==> src/rtl/fkdc_pkg.sv <==
// fkdc_pkg: shared widths, register indexes and item types for the
// five-key debouncer with ok+up combo detection. No dependencies.
package fkdc_pkg;

   // key count and key positions in the level vectors
   localparam int NUM_KEYS = 5;
   localparam int KEY_UP   = 0;
   localparam int KEY_OK   = NUM_KEYS - 1;

   // field widths
   localparam int TIME_W      = 32;
   localparam int DEBOUNCE_W  = 8;
   localparam int COMBO_W     = 16;
   localparam int CSR_DATA_W  = 16;
   localparam int CSR_INDEX_W = 2;

   // register reset values
   localparam logic [DEBOUNCE_W-1:0] DEBOUNCE_RESET = DEBOUNCE_W'(30);
   localparam logic [COMBO_W-1:0]    COMBO_RESET    = COMBO_W'(5000);

   // register indexes
   localparam logic [CSR_INDEX_W-1:0] CSR_SETTLE_TIME = CSR_INDEX_W'(0);
   localparam logic [CSR_INDEX_W-1:0] CSR_HOLD_TIME   = CSR_INDEX_W'(1);

   // one poll
   typedef struct packed {
      logic [TIME_W-1:0]   now_ms;
      logic [NUM_KEYS-1:0] key_pressed;
      logic [NUM_KEYS:0]   ack_mask;
   } req_type;

   // one report
   typedef struct packed {
      logic [NUM_KEYS-1:0] press_flags;
      logic                combo_flag;
      logic [NUM_KEYS-1:0] stable_keys;
   } rsp_type;

endpackage

==> src/rtl/five_key_debounce_combo.sv <==
// five_key_debounce_combo: time-based key debouncer with press latches and
// an ok+up long-hold combo latch. Depends on fkdc_pkg.
//
//  channel | direction | handshake            | payload
//  --------+-----------+----------------------+----------------------------
//  req     | in        | req_valid/req_ready  | fkdc_pkg::req_type (poll)
//  rsp     | out       | rsp_valid/rsp_ready  | fkdc_pkg::rsp_type (report)
//  csr     | in        | csr_wr_en, no wait   | csr_index, csr_data
//
// One poll per cycle sustained while reports are taken; a poll passes the
// input register, then the key/combo update into the result register, and
// its report is valid once it sits in the result register.
// Synchronous reset releases all keys and loads debounce 30, combo 5000.
// A stalled report holds the result register; the input register still
// takes one more poll and the ready chain backs up from there.
module five_key_debounce_combo (
   input  logic                                 clock,
   input  logic                                 reset,
   input  logic                                 req_valid,
   output logic                                 req_ready,
   input  fkdc_pkg::req_type                    req_data,
   output logic                                 rsp_valid,
   input  logic                                 rsp_ready,
   output fkdc_pkg::rsp_type                    rsp_data,
   input  logic                                 csr_wr_en,
   input  logic [fkdc_pkg::CSR_INDEX_W-1:0]     csr_index,
   input  logic [fkdc_pkg::CSR_DATA_W-1:0]      csr_data
);

   localparam int NK = fkdc_pkg::NUM_KEYS;
   localparam int TW = fkdc_pkg::TIME_W;

   // configuration registers
   logic [fkdc_pkg::DEBOUNCE_W-1:0] settle_time_ff;
   logic [fkdc_pkg::COMBO_W-1:0]    hold_time_ff;

   // pipeline registers
   logic              in_valid_ff;
   fkdc_pkg::req_type in_data_ff;
   logic              out_valid_ff;
   fkdc_pkg::rsp_type out_data_ff;

   // key and combo state
   logic [NK-1:0] raw_level_ff,   raw_level_in;
   logic [NK-1:0] stable_level_ff, stable_level_in;
   logic [NK-1:0] press_latch_ff, press_latch_in;
   logic [TW-1:0] change_time_ff [NK];
   logic [TW-1:0] change_time_in [NK];
   logic          combo_running_ff, combo_running_in;
   logic [TW-1:0] combo_start_ff,   combo_start_in;
   logic          combo_latch_ff,   combo_latch_in;
   fkdc_pkg::rsp_type report_in;

   logic advance;
   logic out_free;

   // handshake
   assign out_free  = !out_valid_ff || rsp_ready;
   assign advance   = in_valid_ff && out_free;
   assign req_ready = !in_valid_ff || out_free;
   assign rsp_valid = out_valid_ff;
   assign rsp_data  = out_data_ff;

   // configuration writes
   always_ff @(posedge clock) begin
      if (reset) begin
         settle_time_ff <= fkdc_pkg::DEBOUNCE_RESET;
         hold_time_ff   <= fkdc_pkg::COMBO_RESET;
      end else if (csr_wr_en) begin
         case (csr_index)
            fkdc_pkg::CSR_SETTLE_TIME: begin
               settle_time_ff <= csr_data[fkdc_pkg::DEBOUNCE_W-1:0];
            end
            fkdc_pkg::CSR_HOLD_TIME: begin
               hold_time_ff <= csr_data[fkdc_pkg::COMBO_W-1:0];
            end
            default: begin
            end
         endcase
      end
   end

   // per-key debounce, combo timer, report and acknowledge
   always_comb begin
      logic [TW-1:0] elapsed;
      logic [TW-1:0] start_eff;
      logic          both;
      logic [NK-1:0] latch_rep;
      logic          combo_rep;
      raw_level_in    = raw_level_ff;
      stable_level_in = stable_level_ff;
      latch_rep       = press_latch_ff;
      for (int k = 0; k < NK; k++) begin
         change_time_in[k] = change_time_ff[k];
         if (in_data_ff.key_pressed[k] != raw_level_ff[k]) begin
            change_time_in[k] = in_data_ff.now_ms;
         end
         raw_level_in[k] = in_data_ff.key_pressed[k];
         elapsed = in_data_ff.now_ms - change_time_in[k];
         if (elapsed >= {{(TW-fkdc_pkg::DEBOUNCE_W){1'b0}}, settle_time_ff} &&
             stable_level_ff[k] != raw_level_in[k]) begin
            stable_level_in[k] = raw_level_in[k];
            if (raw_level_in[k]) begin
               latch_rep[k] = 1'b1;
            end
         end
      end

      // combo timer on the updated stable levels
      both      = stable_level_in[fkdc_pkg::KEY_OK] && stable_level_in[fkdc_pkg::KEY_UP];
      start_eff = combo_running_ff ? combo_start_ff : in_data_ff.now_ms;
      elapsed   = in_data_ff.now_ms - start_eff;
      combo_rep = combo_latch_ff;
      if (both) begin
         combo_running_in = 1'b1;
         combo_start_in   = start_eff;
         if (elapsed >= {{(TW-fkdc_pkg::COMBO_W){1'b0}}, hold_time_ff}) begin
            combo_rep = 1'b1;
         end
      end else begin
         combo_running_in = 1'b0;
         combo_start_in   = '0;
      end

      // report shows latches before the acknowledge clear
      report_in.press_flags = latch_rep;
      report_in.combo_flag  = combo_rep;
      report_in.stable_keys = stable_level_in;
      press_latch_in = latch_rep & ~in_data_ff.ack_mask[NK-1:0];
      combo_latch_in = combo_rep & ~in_data_ff.ack_mask[NK];
   end

   // input register
   always_ff @(posedge clock) begin
      if (reset) begin
         in_valid_ff <= 1'b0;
      end else if (req_ready) begin
         in_valid_ff <= req_valid;
      end
      if (req_valid && req_ready) begin
         in_data_ff <= req_data;
      end
   end

   // result register
   always_ff @(posedge clock) begin
      if (reset) begin
         out_valid_ff <= 1'b0;
      end else if (out_free) begin
         out_valid_ff <= in_valid_ff;
      end
      if (advance) begin
         out_data_ff <= report_in;
      end
   end

   // state update when an item moves into the result register
   always_ff @(posedge clock) begin
      if (reset) begin
         raw_level_ff     <= '0;
         stable_level_ff  <= '0;
         press_latch_ff   <= '0;
         combo_running_ff <= 1'b0;
         combo_start_ff   <= '0;
         combo_latch_ff   <= 1'b0;
         for (int k = 0; k < NK; k++) begin
            change_time_ff[k] <= '0;
         end
      end else if (advance) begin
         raw_level_ff     <= raw_level_in;
         stable_level_ff  <= stable_level_in;
         press_latch_ff   <= press_latch_in;
         combo_running_ff <= combo_running_in;
         combo_start_ff   <= combo_start_in;
         combo_latch_ff   <= combo_latch_in;
         for (int k = 0; k < NK; k++) begin
            change_time_ff[k] <= change_time_in[k];
         end
      end
   end

endmodule
==> config.mk <==
export PLATFORM = sky130hd
export DESIGN_NAME = five_key_debounce_combo
export DESIGN_NICKNAME = d
export VERILOG_FILES = /design/src/rtl/fkdc_pkg.sv /design/src/rtl/five_key_debounce_combo.sv
export SDC_FILE = /design/constraint.sdc
export NUM_CORES = 1
export LEC_CHECK = 0
export ABC_AREA = 1
export BUFFER_PORTS_ARGS = -buffer_cell sky130_fd_sc_hd__buf_2
export CAP_MARGIN = 30
export CORE_UTILIZATION = 30
export DETAILED_ROUTE_END_ITERATION = 8
export GPL_TIMING_DRIVEN = 0
export PLACE_DENSITY = 0.55
export SLEW_MARGIN = 20
export SYNTH_ARGS = -nofsm -noshare
export SYNTH_HDL_FRONTEND = slang
export SYNTH_SLANG_ARGS = --single-unit
==> constraint.sdc <==
create_clock -name clock -period 5.9 [get_ports clock]
set_input_delay 0.59 -clock clock [delete_from_list [all_inputs] [get_ports clock]]
set_output_delay 0.59 -clock clock [all_outputs]
set_load 0.01 [all_outputs]
; Yosys cells after proc, flatten, opt, wreduce, memory -nomap -nowiden
; Memory sizes are Yosys's and may differ from the RTL's.
; Index checks and enable logic that the tools add are counted.
[op_classes]
addsub = 6
order_cmp = 6
eq_ne = 11
mux = 35
bitwise_logic = 9
n_reduce_logical = 15
[op_table]
columns = cell, n
row1 = 32-bit two-way mux, 12
row2 = 32-bit subtractor, 6
row3 = 32-bit by 8-bit >= comparator with 1-bit output, 5
row4 = 32-bit by 16-bit >= comparator with 1-bit output, 1
row5 = 1-bit two-way mux, 23
row6 = 1-bit != test, 10
row7 = 1-bit logical AND, 8
row8 = 5-bit AND, 1
row9 = 5-bit NOT, 1
row10 = 1-bit OR, 5
row11 = 2-bit AND reduction, 2
row12 = "2-bit by 1-bit equality test with 1-bit output, second input constant", 1
row13 = 1-bit zero test, 2
row14 = 2-bit zero test, 1
row15 = 1-bit logical OR, 2
row16 = 1-bit AND, 1
row17 = 1-bit NOT, 1
[word_totals]
register_bits = 129
ram_bits = 160
memories = 1
[memory_table]
columns = memory, depth, word_bits, read_ports, rd_clocked_by_memory_dff, wr, line
row1 = change_time_ff, 5, 32, 5, 0, 5, five_key_debounce_combo.sv:47  ; logic [TW-1:0] change_time_ff [NK];

; Depth between registers and ports, before layout
[depth]
ltp_word = 9
mapped_depth = 33
depth_no_buf = 31

; Worst setup path before layout
; OpenSTA, ideal clock, no wires.
[synth_path]
kind = input-to-reg
startpoint = input port rsp_ready
endpoint = memory change_time_ff[0][0] in the netlist's numbering, enable pin
arrival_time_ns = 5.774
required_ns = 5.312
path_slack_ns = -0.463
path_stages = 7
cell_sequence = inv_1 nand2_1 nand2_1 inv_1 nor2_1 inv_1 clkbuf_1
[synth_rtl]
columns = element, line
row1 = start: declaration, five_key_debounce_combo.sv:23  ; input logic rsp_ready,
row2 = end: declaration, five_key_debounce_combo.sv:47

==> results summary <==
The number of buffers on the longest clock path came out at 3. The H-tree was split into 2 levels. The synthesis-to-finish area growth came out at 12.6%. The combined area of all synthesized cells is 26000 um2. The post-synthesis net count is 4110.

The share of cell area taken by muxes after synthesis came out at 0. The effective utilization at floorplan came out at 0.304. Dividing the final minimum period by the clock period gives 0.957. The number of max-slew violations in the final report came to 0.

The count of synthesis-stage warnings from yosys is 0. Dividing the detail-routed wire length by the instance count gives 20.2 um. The number of antenna violations at the first check in global routing is 1.

The hold buffer count at cts came out at 0. The total iterations of the first detailed-routing run came out at 6. The count of buffer and inverter cells on the critical path came out at 2. The weighted congestion reported at the end of routability-driven placement is 0.947.

The commonest non-fill, non-tap cell in the layout is sky130_fd_sc_hd__nand2_1. The core outline area is 85400 um2. The later-pin clock latency in the skew report is 0.59 ns.

TritonCTS built the clock tree. For the worst setup path, the data required time is 6.41 ns. The final route contains 26203 vias. The setup TNS came out at 0 ns. The run finished with clean final reports.

The global-route congestion overflow total came out at 0. Measured on the finished design, the core utilization comes to 0.342. Each instance of the synthesized netlist takes up on average 6.80 um2.

The die is 296 um tall. The number of flops mapped to enable cells by yosys is 214. The kind of critical path is register to register. The number of standard-cell rows in the floorplan came out at 107.

The horizontal die dimension came out at 296 um. The via count of the first global-routing pass came out at 23749. On the final layout, the worst clock skew is 0.0409 ns. The post-synthesis compound-gate area fraction came out at 0.168.

In this run the critical register-to-register path is launched from in_data_ff[15]. The post-synthesis sequential area ratio is 0.305. The proportion of register bits with asynchronous set or reset after synthesis came out at 0. The worst IR drop on VDD came out at 0.272 mV.

The worst hold-check slack came out at 0.181 ns. The worst hold path begins at req_data[5]. The post-route minimum period came out at 5.65 ns. The synthesized-area fraction occupied by adder cells is 0.108. The layout cell share with drive strength beyond 1 is 0.0706. The critical path launch point is in_data_ff[15]. The relative slew slack came out at 0.265. The overall fraction of global-route tracks in use is 0.232.

The distinct cell type count after synthesis is 53. The library cells used most frequently in the layout, excluding fill and tap cells, are sky130_fd_sc_hd__nand2_1 (991), sky130_fd_sc_hd__inv_1 (500), sky130_fd_sc_hd__nor2_1 (464). In the synthesized netlist the dominant register cell turns out to be sky130_fd_sc_hd__edfxtp_1. Setup violations remaining at the end of the flow were counted as 0.

The first global-routing pass estimated 150000 um of wire. The top fanout value on the critical path is 9. The routed design has 104000 um of wire.

TritonCTS created 38 clock buffers. The most numerous cell type found on the critical path is sky130_fd_sc_hd__nand2_1. Input and output buffers added on the ports amount to 78. The clock net in this run drives a total of 289 sinks. The main combinational cell family by area after synthesis is simple AND/OR/NAND/NOR gates. The largest net degree at the start of global routing came out at 90. STA classifies the critical path endpoint as a register.

The number of DRC violations after detailed routing came out at 0. Dividing the detail-routed via count by the number of cells gives 5.11. The stage delay of the slowest cell on the critical path came out at 1.01 ns. The detailed placer's ending HPWL is 77500 um. On the critical path, the stage with the largest delay is an instance of sky130_fd_sc_hd__edfxtp_1. Once detail routing completed, the nets flagged for antenna violations numbered 0.

The clock-pin slew of the registers on the worst-case setup and hold paths came out at 0.06 ns. The max-capacitance violation count came out at 0. In this run the clock root is driven by a sky130_fd_sc_hd__clkbuf_16. The number of synthesized register bits is 289. The number of primary I/O pins came out at 79. The xor/xnor cell area share of the yosys netlist came out at 0.0317.

At the worst endpoint, the arrival time is 6.15 ns. The first routing iteration left 2594 violations. Broken down by cell family, the worst path's largest delay share belongs to simple AND/OR/NAND/NOR gates. The final hold violation count came out at 0.

Based on the critical path, the design can be clocked at up to 177 MHz. The pin slew with the least headroom to its limit came out at 1.10 ns. The power per cell area is 269 nW/um2. For this run, the post-layout net count is 4237. The overall die area is 87800 um2. Of the total synthesized cell area, the portion taken by AND, OR, NAND and NOR gates is 0.301.

The worst setup path is launched from a register. The static leakage power came out at 0.0136 uW. The cell count after synthesis is 3822. The worst hold path belongs to the class primary input to register.
==> worst register-to-register path, stage by stage, from the launching register on <==
cell and delay, ns:
sky130_fd_sc_hd__edfxtp_1 1.01, sky130_fd_sc_hd__inv_1 0.63, sky130_fd_sc_hd__nand2_1 0.18, sky130_fd_sc_hd__o21ai_0 0.15
sky130_fd_sc_hd__ha_1 0.38, sky130_fd_sc_hd__nand3_1 0.13, sky130_fd_sc_hd__o21bai_1 0.38, sky130_fd_sc_hd__nand2_1 0.09
sky130_fd_sc_hd__nand2_1 0.14, sky130_fd_sc_hd__xor2_1 0.19, sky130_fd_sc_hd__ha_1 0.26, sky130_fd_sc_hd__nand2_1 0.07
sky130_fd_sc_hd__inv_1 0.04, sky130_fd_sc_hd__nand3_1 0.09, sky130_fd_sc_hd__nor2_1 0.07, sky130_fd_sc_hd__nor4_2 0.32
sky130_fd_sc_hd__nand3_1 0.13, sky130_fd_sc_hd__a21oi_1 0.13, sky130_fd_sc_hd__nand2_1 0.09, sky130_fd_sc_hd__nor2_1 0.10
sky130_fd_sc_hd__nand3_1 0.08, sky130_fd_sc_hd__nor2_1 0.21, sky130_fd_sc_hd__nand4_1 0.31, sky130_fd_sc_hd__nand2_2 0.28
sky130_fd_sc_hd__nand2_1 0.07, sky130_fd_sc_hd__nand2_1 0.07
==> layout make-up <==
cell class	count	area, um2
Antenna cell	1	2.50
Tap cell	1144	1430
Sequential cell	289	7930
Multi-Input combinational cell	2946	15800
Inverter	513	1930
Fill cell	9517	56200
Timing Repair Buffer	87	548
Clock buffer	45	1010
Buffer	74	350
Clock inverter	25	231
==> report_power, final <==
part           internal, uW  switching [uW]  total, uW
logic                  1010            2060       3060
registers              2320             126       2440
clock network          1330            1040       2370
total                  4660            3220       7880
==> layer usage <==
metal  GRT usage  wire (um)  vias up  part of all wire
met5           0          0        -                 0
met4      0.0878       4070        0             0.039
met3      0.0292       7240      151             0.070
met2       0.372      45700      896              0.44
met1       0.317      46500    12155              0.45
li1            -          -    13001                 -
==> stage by stage <==
stage               cell area (um2)  std cells  power [uW]  setup slack, ns
global route                  29200       5123        8360          -0.0333
detailed placement            28000       5052        5490           -0.349
finish                        29200       5124        7880            0.253
floorplan                     26000       3822        4600             1.49
CTS                           29200       5122        7870           0.0822
global placement              27800       5044        5480           -0.436
==> path summary, 6_finish.rpt <==
| path | to | slack [ns] | cells past startpoint |
|---|---|---|---|
| max reg2reg | stable_level_ff[2] | 0.25 | 25 |
| min | in_data_ff[5] | 0.18 | 1 |
| min reg2reg | press_latch_ff[4] | 0.45 | 2 |
| max | stable_level_ff[2] | 0.25 | 25 |
==> timing repair <==
| item | in CTS | in global routing |
|---|---|---|
| pin swaps | 0 | 1 |
| resized for setup | 4 | 8 |
| setup endpoints to repair | 4 | 4 |
| setup buffers | 0 | 1 |
==> cells by family (layout without fill, tap and decap cells) <==
group           after synthesis  count (layout)
other cells                   0               1
buf+inv                     587             744
compound gates              772             772
xor+xnor                     94              94
fa+ha+maj                   222             222
flops                       289             289
simple gates               1858            1858
==> registers in the layout (all words and copies together) (netlist names), 8 cells and up <==
name            cells
change_time_ff    160
hold_time_ff       16
in_data_ff         38
combo_start_ff     32
rsp_data           11
settle_time_ff      8
==> Yosys cell counts (5+ instances only) <==
| cell type | number | area, um2 |
|---|---|---|
| sky130_fd_sc_hd__o21ai_0 | 308 | 1540 |
| sky130_fd_sc_hd__o22ai_1 | 9 | 56.3 |
| sky130_fd_sc_hd__nor2_2 | 15 | 93.8 |
| sky130_fd_sc_hd__a21boi_0 | 10 | 75.1 |
| sky130_fd_sc_hd__xnor2_1 | 28 | 245 |
| sky130_fd_sc_hd__o21a_1 | 23 | 173 |
| sky130_fd_sc_hd__dfxtp_1 | 75 | 1500 |
| sky130_fd_sc_hd__buf_6 | 7 | 78.8 |
| sky130_fd_sc_hd__o211ai_1 | 14 | 105 |
| sky130_fd_sc_hd__nor3_1 | 49 | 245 |
| sky130_fd_sc_hd__edfxtp_1 | 214 | 6430 |
| sky130_fd_sc_hd__nand3b_1 | 17 | 128 |
| sky130_fd_sc_hd__inv_2 | 8 | 30.0 |
| sky130_fd_sc_hd__nand4_1 | 55 | 344 |
| sky130_fd_sc_hd__o21ai_2 | 29 | 254 |
| sky130_fd_sc_hd__o21ai_1 | 11 | 55.1 |
| sky130_fd_sc_hd__a21o_1 | 22 | 165 |
| sky130_fd_sc_hd__nand2_1 | 992 | 3720 |
| sky130_fd_sc_hd__ha_1 | 218 | 2730 |
| sky130_fd_sc_hd__o31ai_1 | 5 | 37.5 |
| sky130_fd_sc_hd__nand3_2 | 21 | 210 |
| sky130_fd_sc_hd__nand2_2 | 24 | 150 |
| sky130_fd_sc_hd__a21oi_1 | 268 | 1340 |
| sky130_fd_sc_hd__nand3_1 | 200 | 1000 |
| sky130_fd_sc_hd__nor2_1 | 464 | 1740 |
| sky130_fd_sc_hd__o21bai_1 | 13 | 97.6 |
| sky130_fd_sc_hd__inv_1 | 503 | 1890 |
| sky130_fd_sc_hd__a211oi_1 | 26 | 195 |
| sky130_fd_sc_hd__nor4_1 | 9 | 56.3 |
| sky130_fd_sc_hd__a31oi_1 | 18 | 113 |
| sky130_fd_sc_hd__clkbuf_1 | 61 | 229 |
| sky130_fd_sc_hd__xor2_1 | 66 | 578 |
(Power assumes the default switching activity.)
